$ cat src/rtl/core/awa_pkg.sv
`timescale 1ns / 1ps

package awa_pkg;

	// widths of the fixed fields
	localparam int TIME_W    = 32;
	localparam int CFG_IDX_W = 1;

	// operation codes
	localparam logic OP_SPEND = 1'b0;
	localparam logic OP_QUERY = 1'b1;

	// configuration register indexes
	localparam logic [CFG_IDX_W-1:0] CFG_BUCKET_LEN = 1'b0;
	localparam logic [CFG_IDX_W-1:0] CFG_WINDOW_LEN = 1'b1;

	// register reset values
	localparam logic [TIME_W-1:0] BUCKET_LEN_RST = 32'd56250;
	localparam logic [TIME_W-1:0] WINDOW_LEN_RST = 32'd3600000;

	// one command item
	typedef struct packed {
		logic              operation;
		logic [TIME_W-1:0] now_ms;
		logic [TIME_W-1:0] air_ms;
	} awa_cmd_t;

	// one result item
	typedef struct packed {
		logic [TIME_W-1:0] window_sum_ms;
		logic [TIME_W-1:0] total_ms;
		logic [TIME_W-1:0] burst_count;
	} awa_rsp_t;

endpackage

$ cat src/rtl/core/awa_ram.sv
`timescale 1ns / 1ps

module awa_ram #(
	parameter int WIDTH = 32,
	parameter int DEPTH = 64
) (
	input  logic                     clk,
	input  logic                     we,
	input  logic [$clog2(DEPTH)-1:0] waddr,
	input  logic [WIDTH-1:0]         wdata,
	input  logic [$clog2(DEPTH)-1:0] raddr,
	output logic [WIDTH-1:0]         rdata
);

	logic [WIDTH-1:0] mem [DEPTH];

	// one write port, one registered read port
	always_ff @(posedge clk) begin
		if (we) begin
			mem[waddr] <= wdata;
		end
		rdata <= mem[raddr];
	end

endmodule

$ cat src/rtl/core/airtime_window_accounting.sv
`timescale 1ns / 1ps

// Sliding-window airtime accounting over a ring of BUCKETS time buckets. A command is
// taken when start is high and busy is low; busy then stays high until the result,
// which is shown on result for exactly one cycle with done high and cannot be held off.
// Time arithmetic runs through one shared 33-bit add/subtract unit under a
// small sequencer; the bucket sweep keeps its own window compare and accumulator.
// A query runs the bucket sweep, which reads one ring entry per cycle from the bucket
// RAM. A spend that stays inside the head bucket adds its airtime there and to the
// totals before the same sweep; one that advances the head by k buckets first runs a
// restoring divide and moves the head start, then steps the head one bucket at a time
// when k < BUCKETS, while k >= BUCKETS empties the whole ring at once. Configuration
// writes must be made only while busy is low; the block itself does not enforce this.
// Bucket contents are cleared by per-entry valid bits, so no clearing pass follows
// reset.
module airtime_window_accounting #(
	parameter int BUCKETS = 64
) (
	input  logic                                  clk,
	input  logic                                  arst_n,
	input  logic                                  start,
	output logic                                  busy,
	input  awa_pkg::awa_cmd_t                     cmd,
	output logic                                  done,
	output awa_pkg::awa_rsp_t                     result,
	input  logic                                  cfg_we,
	input  logic [awa_pkg::CFG_IDX_W-1:0]         cfg_index,
	input  logic [awa_pkg::TIME_W-1:0]            cfg_wdata
);

	import awa_pkg::*;

	localparam int IW    = $clog2(BUCKETS);
	localparam int CNT_W = (IW > 5) ? IW : 5;

	typedef enum logic [18:0] {
		S_IDLE    = 19'b1 << 0,
		S_DIFF    = 19'b1 << 1,
		S_NEG     = 19'b1 << 2,
		S_GE1     = 19'b1 << 3,
		S_GE2     = 19'b1 << 4,
		S_CMPB    = 19'b1 << 5,
		S_DIV     = 19'b1 << 6,
		S_HS1     = 19'b1 << 7,
		S_HS2     = 19'b1 << 8,
		S_KCMP    = 19'b1 << 9,
		S_ADV     = 19'b1 << 10,
		S_RD      = 19'b1 << 11,
		S_WR      = 19'b1 << 12,
		S_TOT     = 19'b1 << 13,
		S_CNT     = 19'b1 << 14,
		S_SUMINIT = 19'b1 << 15,
		S_SUM     = 19'b1 << 16,
		S_DRAIN   = 19'b1 << 17,
		S_OUT     = 19'b1 << 18
	} awa_state_t;

	awa_state_t        state_q;

	// configuration
	logic [TIME_W-1:0] blen_q;
	logic [TIME_W-1:0] wlen_q;

	// accounting state
	logic              started_q;
	logic [IW-1:0]     head_q;
	logic [TIME_W-1:0] hs_q;
	logic [BUCKETS-1:0] vld_q;
	logic [TIME_W-1:0] total_q;
	logic [TIME_W-1:0] count_q;

	// working registers
	awa_cmd_t          cmd_q;
	logic [TIME_W-1:0] diff_q;
	logic [TIME_W-1:0] aux_q;
	logic              ge_q;
	logic [TIME_W-1:0] r_q;
	logic [TIME_W-1:0] dq_q;
	logic [TIME_W-1:0] dvs_q;
	logic [CNT_W-1:0]  cnt_q;
	logic [IW-1:0]     at_q;
	logic [TIME_W-1:0] off_q;
	logic [TIME_W-1:0] sum_q;
	logic              v_s1;
	logic              win_s1;

	// shared add/subtract unit
	logic [TIME_W:0]   sh_a;
	logic [TIME_W:0]   sh_b;
	logic              sh_sub;
	logic [TIME_W+1:0] sh_res;
	logic              sh_ge;

	// bucket RAM
	logic              ram_we;
	logic [IW-1:0]     ram_raddr;
	logic [TIME_W-1:0] ram_rdata;
	logic [TIME_W-1:0] old_air;

	logic              accept;
	logic [IW-1:0]     head_inc;
	logic [IW-1:0]     at_dec;

	assign accept   = start && !busy;
	assign busy     = (state_q != S_IDLE);
	assign done     = (state_q == S_OUT);
	assign head_inc = (head_q == IW'(BUCKETS - 1)) ? '0 : head_q + 1'b1;
	assign at_dec   = (at_q == '0) ? IW'(BUCKETS - 1) : at_q - 1'b1;
	assign old_air  = vld_q[head_q] ? ram_rdata : '0;

	assign result.window_sum_ms = sum_q;
	assign result.total_ms      = total_q;
	assign result.burst_count   = count_q;

	// a - b sets the top bit when a >= b; a + b leaves the carry there
	assign sh_res = {1'b0, sh_a} + {1'b0, (sh_sub ? ~sh_b : sh_b)} + {{(TIME_W+1){1'b0}}, sh_sub};
	assign sh_ge  = sh_res[TIME_W+1];

	// operand selection for the shared unit
	always_comb begin
		sh_a   = '0;
		sh_b   = '0;
		sh_sub = 1'b0;
		case (state_q)
			S_DIFF, S_SUMINIT: begin
				sh_a   = {1'b0, cmd_q.now_ms};
				sh_b   = {1'b0, hs_q};
				sh_sub = 1'b1;
			end
			S_NEG: begin
				sh_a   = {1'b0, hs_q};
				sh_b   = {1'b0, cmd_q.now_ms};
				sh_sub = 1'b1;
			end
			S_GE1: begin
				sh_a   = {1'b0, diff_q};
				sh_b   = {1'b0, wlen_q};
				sh_sub = 1'b1;
			end
			S_GE2: begin
				sh_a   = {1'b0, aux_q};
				sh_b   = {1'b0, wlen_q};
				sh_sub = 1'b1;
			end
			S_CMPB: begin
				sh_a   = {1'b0, diff_q};
				sh_b   = {1'b0, blen_q};
				sh_sub = 1'b1;
			end
			S_DIV: begin
				sh_a   = {r_q, dq_q[TIME_W-1]};
				sh_b   = {1'b0, dvs_q};
				sh_sub = 1'b1;
			end
			S_HS1: begin
				sh_a   = {1'b0, diff_q};
				sh_b   = {1'b0, r_q};
				sh_sub = 1'b1;
			end
			S_HS2: begin
				sh_a = {1'b0, hs_q};
				sh_b = {1'b0, diff_q};
			end
			S_KCMP: begin
				sh_a   = {1'b0, dq_q};
				sh_b   = (TIME_W + 1)'(BUCKETS);
				sh_sub = 1'b1;
			end
			S_WR: begin
				sh_a = {1'b0, old_air};
				sh_b = {1'b0, cmd_q.air_ms};
			end
			S_TOT: begin
				sh_a = {1'b0, total_q};
				sh_b = {1'b0, cmd_q.air_ms};
			end
			S_CNT: begin
				sh_a = {1'b0, count_q};
				sh_b = (TIME_W + 1)'(1);
			end
			S_SUM: begin
				sh_a = {1'b0, off_q};
				sh_b = {1'b0, blen_q};
			end
			default: begin
				sh_sub = 1'b0;
			end
		endcase
	end

	assign ram_we    = (state_q == S_WR);
	assign ram_raddr = (state_q == S_SUM) ? at_q : head_q;

	awa_ram #(
		.WIDTH(TIME_W),
		.DEPTH(BUCKETS)
	) u_bucket_ram (
		.clk  (clk),
		.we   (ram_we),
		.waddr(head_q),
		.wdata(sh_res[TIME_W-1:0]),
		.raddr(ram_raddr),
		.rdata(ram_rdata)
	);

	// configuration registers
	always_ff @(posedge clk or negedge arst_n) begin
		if (!arst_n) begin
			blen_q <= BUCKET_LEN_RST;
			wlen_q <= WINDOW_LEN_RST;
		end else if (cfg_we) begin
			case (cfg_index)
				CFG_BUCKET_LEN: blen_q <= cfg_wdata;
				CFG_WINDOW_LEN: wlen_q <= cfg_wdata;
				default: begin
				end
			endcase
		end
	end

	// sequencer and accounting state
	always_ff @(posedge clk or negedge arst_n) begin
		if (!arst_n) begin
			state_q   <= S_IDLE;
			started_q <= 1'b0;
			head_q    <= '0;
			hs_q      <= '0;
			vld_q     <= '0;
			total_q   <= '0;
			count_q   <= '0;
			v_s1      <= 1'b0;
		end else begin
			v_s1 <= (state_q == S_SUM);
			case (state_q)
				S_IDLE: begin
					if (accept) begin
						state_q <= (cmd.operation == OP_SPEND) ? S_DIFF : S_SUMINIT;
					end
				end
				S_DIFF: begin
					if (!started_q) begin
						started_q <= 1'b1;
						hs_q      <= cmd_q.now_ms;
						state_q   <= S_RD;
					end else begin
						state_q <= S_NEG;
					end
				end
				S_NEG:  state_q <= S_GE1;
				S_GE1:  state_q <= S_GE2;
				S_GE2: begin
					if (ge_q && sh_ge) begin
						// gap in both directions: drop the whole ring
						vld_q   <= '0;
						head_q  <= '0;
						hs_q    <= cmd_q.now_ms;
						state_q <= S_RD;
					end else if (blen_q == '0 || ge_q) begin
						state_q <= S_RD;
					end else begin
						state_q <= S_CMPB;
					end
				end
				S_CMPB: state_q <= sh_ge ? S_DIV : S_RD;
				S_DIV: begin
					if (cnt_q == '0) begin
						state_q <= S_HS1;
					end
				end
				S_HS1:  state_q <= S_HS2;
				S_HS2: begin
					hs_q    <= sh_res[TIME_W-1:0];
					state_q <= S_KCMP;
				end
				S_KCMP: begin
					if (sh_ge) begin
						// every bucket is entered: empty the ring, the head position
						// then makes no difference since only offsets from it count
						vld_q   <= '0;
						state_q <= S_RD;
					end else begin
						state_q <= S_ADV;
					end
				end
				S_ADV: begin
					// step the head one bucket, emptying the bucket entered
					vld_q[head_inc] <= 1'b0;
					head_q          <= head_inc;
					if (cnt_q == CNT_W'(1)) begin
						state_q <= S_RD;
					end
				end
				S_RD:   state_q <= S_WR;
				S_WR: begin
					vld_q[head_q] <= 1'b1;
					state_q       <= S_TOT;
				end
				S_TOT: begin
					total_q <= sh_res[TIME_W-1:0];
					state_q <= S_CNT;
				end
				S_CNT: begin
					count_q <= sh_res[TIME_W-1:0];
					state_q <= S_SUMINIT;
				end
				S_SUMINIT: state_q <= started_q ? S_SUM : S_OUT;
				S_SUM: begin
					if (cnt_q == '0) begin
						state_q <= S_DRAIN;
					end
				end
				S_DRAIN: state_q <= S_OUT;
				S_OUT:   state_q <= S_IDLE;
				default: state_q <= S_IDLE;
			endcase
		end
	end

	// datapath registers
	always_ff @(posedge clk) begin
		if (v_s1 && win_s1) begin
			sum_q <= sum_q + ram_rdata;
		end
		case (state_q)
			S_IDLE: begin
				if (accept) begin
					cmd_q <= cmd;
				end
			end
			S_DIFF:  diff_q <= sh_res[TIME_W-1:0];
			S_NEG:   aux_q  <= sh_res[TIME_W-1:0];
			S_GE1:   ge_q   <= sh_ge;
			S_CMPB: begin
				dq_q  <= diff_q;
				r_q   <= '0;
				dvs_q <= blen_q;
				cnt_q <= CNT_W'(TIME_W - 1);
			end
			S_DIV: begin
				// restoring divide, one quotient bit per cycle
				r_q   <= sh_ge ? sh_res[TIME_W-1:0] : {r_q[TIME_W-2:0], dq_q[TIME_W-1]};
				dq_q  <= {dq_q[TIME_W-2:0], sh_ge};
				cnt_q <= cnt_q - 1'b1;
			end
			S_HS1:   diff_q <= sh_res[TIME_W-1:0];
			S_KCMP: begin
				if (!sh_ge) begin
					cnt_q <= dq_q[CNT_W-1:0];
				end
			end
			S_ADV:   cnt_q <= cnt_q - 1'b1;
			S_SUMINIT: begin
				off_q <= sh_res[TIME_W-1:0];
				sum_q <= '0;
				at_q  <= head_q;
				cnt_q <= CNT_W'(BUCKETS - 1);
			end
			S_SUM: begin
				// walk back from the head, start time falling by one bucket per step
				win_s1 <= (off_q < wlen_q) && vld_q[at_q];
				off_q  <= sh_res[TIME_W-1:0];
				at_q   <= at_dec;
				cnt_q  <= cnt_q - 1'b1;
			end
			default: begin
			end
		endcase
	end

endmodule

$ cat config.mk
export PLATFORM = sky130hd
export DESIGN_NAME = airtime_window_accounting
export DESIGN_NICKNAME = d
export VERILOG_FILES = /design/src/rtl/core/awa_pkg.sv /design/src/rtl/core/awa_ram.sv /design/src/rtl/core/airtime_window_accounting.sv
export SDC_FILE = /design/constraint.sdc
export NUM_CORES = 2
export LEC_CHECK = 0
export ABC_AREA = 1
export BUFFER_PORTS_ARGS = -buffer_cell sky130_fd_sc_hd__clkbuf_2
export CORE_ASPECT_RATIO = 2
export CORE_UTILIZATION = 35
export CTS_CLUSTER_SIZE = 14
export DETAILED_ROUTE_END_ITERATION = 16
export REMOVE_ABC_BUFFERS = 1
export SYNTH_ARGS = -nofsm -noshare
export SYNTH_HDL_FRONTEND = slang
export SYNTH_SLANG_ARGS = --single-unit
$ cat constraint.sdc
create_clock -name clk -period 13.7 [get_ports clk]
set_input_delay 0.685 -clock clk [delete_from_list [all_inputs] [get_ports clk]]
set_output_delay 0.685 -clock clk [all_outputs]
set_load 0.005 [all_outputs]
==> run metrics <==
min Tclk post-route=8190 ps; FMAX=0.122 GHz; hold path cells=3; hold worst-path end=blen_q[4]; worst setup path category=flip-flop to flip-flop; clk buf depth=4; worst r2r path cells=26; Worst setup startpoint=head_q[1]; CTS Buf Count=229; Worst-Margin Slew=1440 ps; flop-to-flop setup slack=5510 ps; Tot Pwr=22.9 mW; flops & latches, synth=2633; share of layout cells above drive strength 1=9.02%; GP Congestion=0.990; Vias=81860; cell count along the critical path=26; capture point of the worst reg-to-reg path=u_bucket_ram.mem[44][22]; post-DR vias/cell=5.79; nature of the critical path startpoint=flip-flop; DRT iter0 DRCs=8458; Layout area overhead=12.2%; final instance area=0.126 mm2; fin crit share=59.8%; CP top delay family=simple AND/OR/NAND/NOR gates; hold_sp=cfg_wdata[4]; Reg-to-Reg Start=head_q[1]; post-route antenna net violation count=0; number of library cell types mapped by synthesis=67; CP Capture Type=flip-flop; top cells by area, synth=edfxtp_1 (62%), o21ai_0 (7.2%), dfrtp_1 (5.1%); post-synth top area share=62.0%; number of setup buffers added after CTS=0; CP max FO=70; TritonCTS clock tree=yes; clk_lat worst skew=920 ps; CP peak stage delay=940 ps; worst hold slack=44.8 ps; dpl hpwl=257 mm; commonest cells after routing, fill and taps aside=edfxtp_1 (2318), o21ai_0 (1603), nor2_1 (1429), nand2_1 (1027), o22ai_1 (585); max-cap check violation count=0; cells after synthesis=9765; Slew Viols, Final=0; Sequential cell area=0.0772 mm2; RSZ-0062 raised after global routing=no; Die Area=0.323 mm2; IO buf count=199; Resized cells post-CTS=0; Die Ht=803 um; placed cell areas=0.118 mm2; Primary FF master, synth=edfxtp_1; Largest register FFs=2048; Final Hold Vio Count=0; # rows=293; # hold bufs at CTS=77; clock edge transition at the registers on the reported setup and hold paths=70 ps; Async SR Flop Fraction=9.53%; # nets final=10064; Syn. warnings=0; Total GRT Usage=24.5%; Multi-input gate area=0.0312 mm2; Max H-tree Level=4; clk sinks=2633; Mapped Area=0.112 mm2; I/O pin total=200; Non-Filler Instances=14129; Crit path top cell by count=nand2_1; Top Registers=u_bucket_ram.mem x2048, cmd_q x64, vld_q x64; Setup violations, final=0; HP Class=input port to flip-flop; Leakage=44.3 nW; worst path buffer plus inverter count=3; WL final=410 mm; pwr/cell area=182 mW/mm2; Cells after DPL=13683; vias in the first global route=81173; Slowest cell on crit path=and2_2; average wire per standard cell=29.0 um; CTS root buf=clkbuf_16; Synth area leader=edfxtp_1; worst rel slew slack=3.35%; number of flops mapped to enable cells by yosys=2318; status=complete, no violations; Die Span X=402 um; core area=0.319 mm2; first-pass GRT wire length=577 mm; maximum vdd ir drop=0.000235 V; CP Data Required Time=14190 ps; initial core utilization=35.2%; synthesized area per cell=11.5 um2; detailed-route DRC error count=0; sequential fraction of the synthesis area=68.8%; number of fill cells=29934; Largest Register=u_bucket_ram.mem; Worst Path Arrival=8690 ps; largest net degree at the start of global routing=176; TritonRoute pass-1 iters=9; clock skew=85.2 ps; GRT overflow=0; most common cell after layout, fill and taps aside=edfxtp_1; initial antenna violation count=8
report_power, final:
group / internal (mW) / switching (mW)
combinational: 0.945 / 4.18
clock: 3.30 / 2.92
sequential: 11.2 / 0.287
total: 15.5 / 7.39
worst min-delay path, delay by kind of cell:
kind	cells	cell delay, ps
buffers and inverters	2	150
AOI/OAI and AO/OA	1	80
cell usage after synthesis (69+ instances only):
library cell and count:
nand2_1 1040, dfrtp_1 228, a21oi_1 178, ha_1 99, o21ai_1 69, nor2_1 1495, buf_2 141, o21ai_0 1604
edfxtp_1 2318, o22ai_1 585, o221ai_1 99, clkbuf_1 434, nand3_1 155, a221oi_1 78, o211ai_1 112, inv_1 541
cell type report:
| type | count | share of cell area (%) |
|---|---|---|
| repair buffers | 486 | 2.80 |
| inverters | 557 | 1.69 |
| diodes | 6 | 0.0119 |
| multi-input cells | 5954 | 24.8 |
| clock buffers | 315 | 4.96 |
| clock inverters | 48 | 0.388 |
| flip-flops and latches | 2633 | 61.3 |
| well taps | 4130 | 4.10 |
layer usage:
layer,part of all wire [%],vias to the layer above,track usage (%)
li1,-,35620,-
met1,34,41140,26.2
met2,53,3950,45.4
met3,6.0,1148,2.39
met4,7.6,2,16.5
met5,0.0032,-,0
per-stage QoR:
step / setup WS [ps] / TNS [ps] / util, %
4_1_cts: 5590 / 0 / 39.5
2_1_floorplan: -23170 / -738240 / -
6_report: 5510 / 0 / 39.5
3_5_place_dp: 5600 / 0 / 37.2
5_1_grt: 5070 / 0 / 39.5
3_3_place_gp: 5670 / 0 / 37.2
how the worst max path moves through the flow:
stage	end	slack [ps]
after floorplan	u_bucket_ram.rdata[23]	-23170
after CTS	r_q[22]	5590
after global placement	hs_q[20]	5670
after global routing	r_q[22]	5070
after detailed placement	u_bucket_ram.mem[25][22]	5600
final	u_bucket_ram.mem[44][22]	5510
logic make-up after synthesis:
group                      after synthesis  share of synthesized area, %
and+or+nand+nor                       2837                          10.0
xor gates and xnor gates                75                         0.599
DFF                                   2633                          68.8
adders and majority gates              101                          1.14
AOI/OAI and AO/OA                     2941                          15.3
buffers and inverters                 1178                          4.18
No activity file was read; power rests on OpenSTA's default activity.
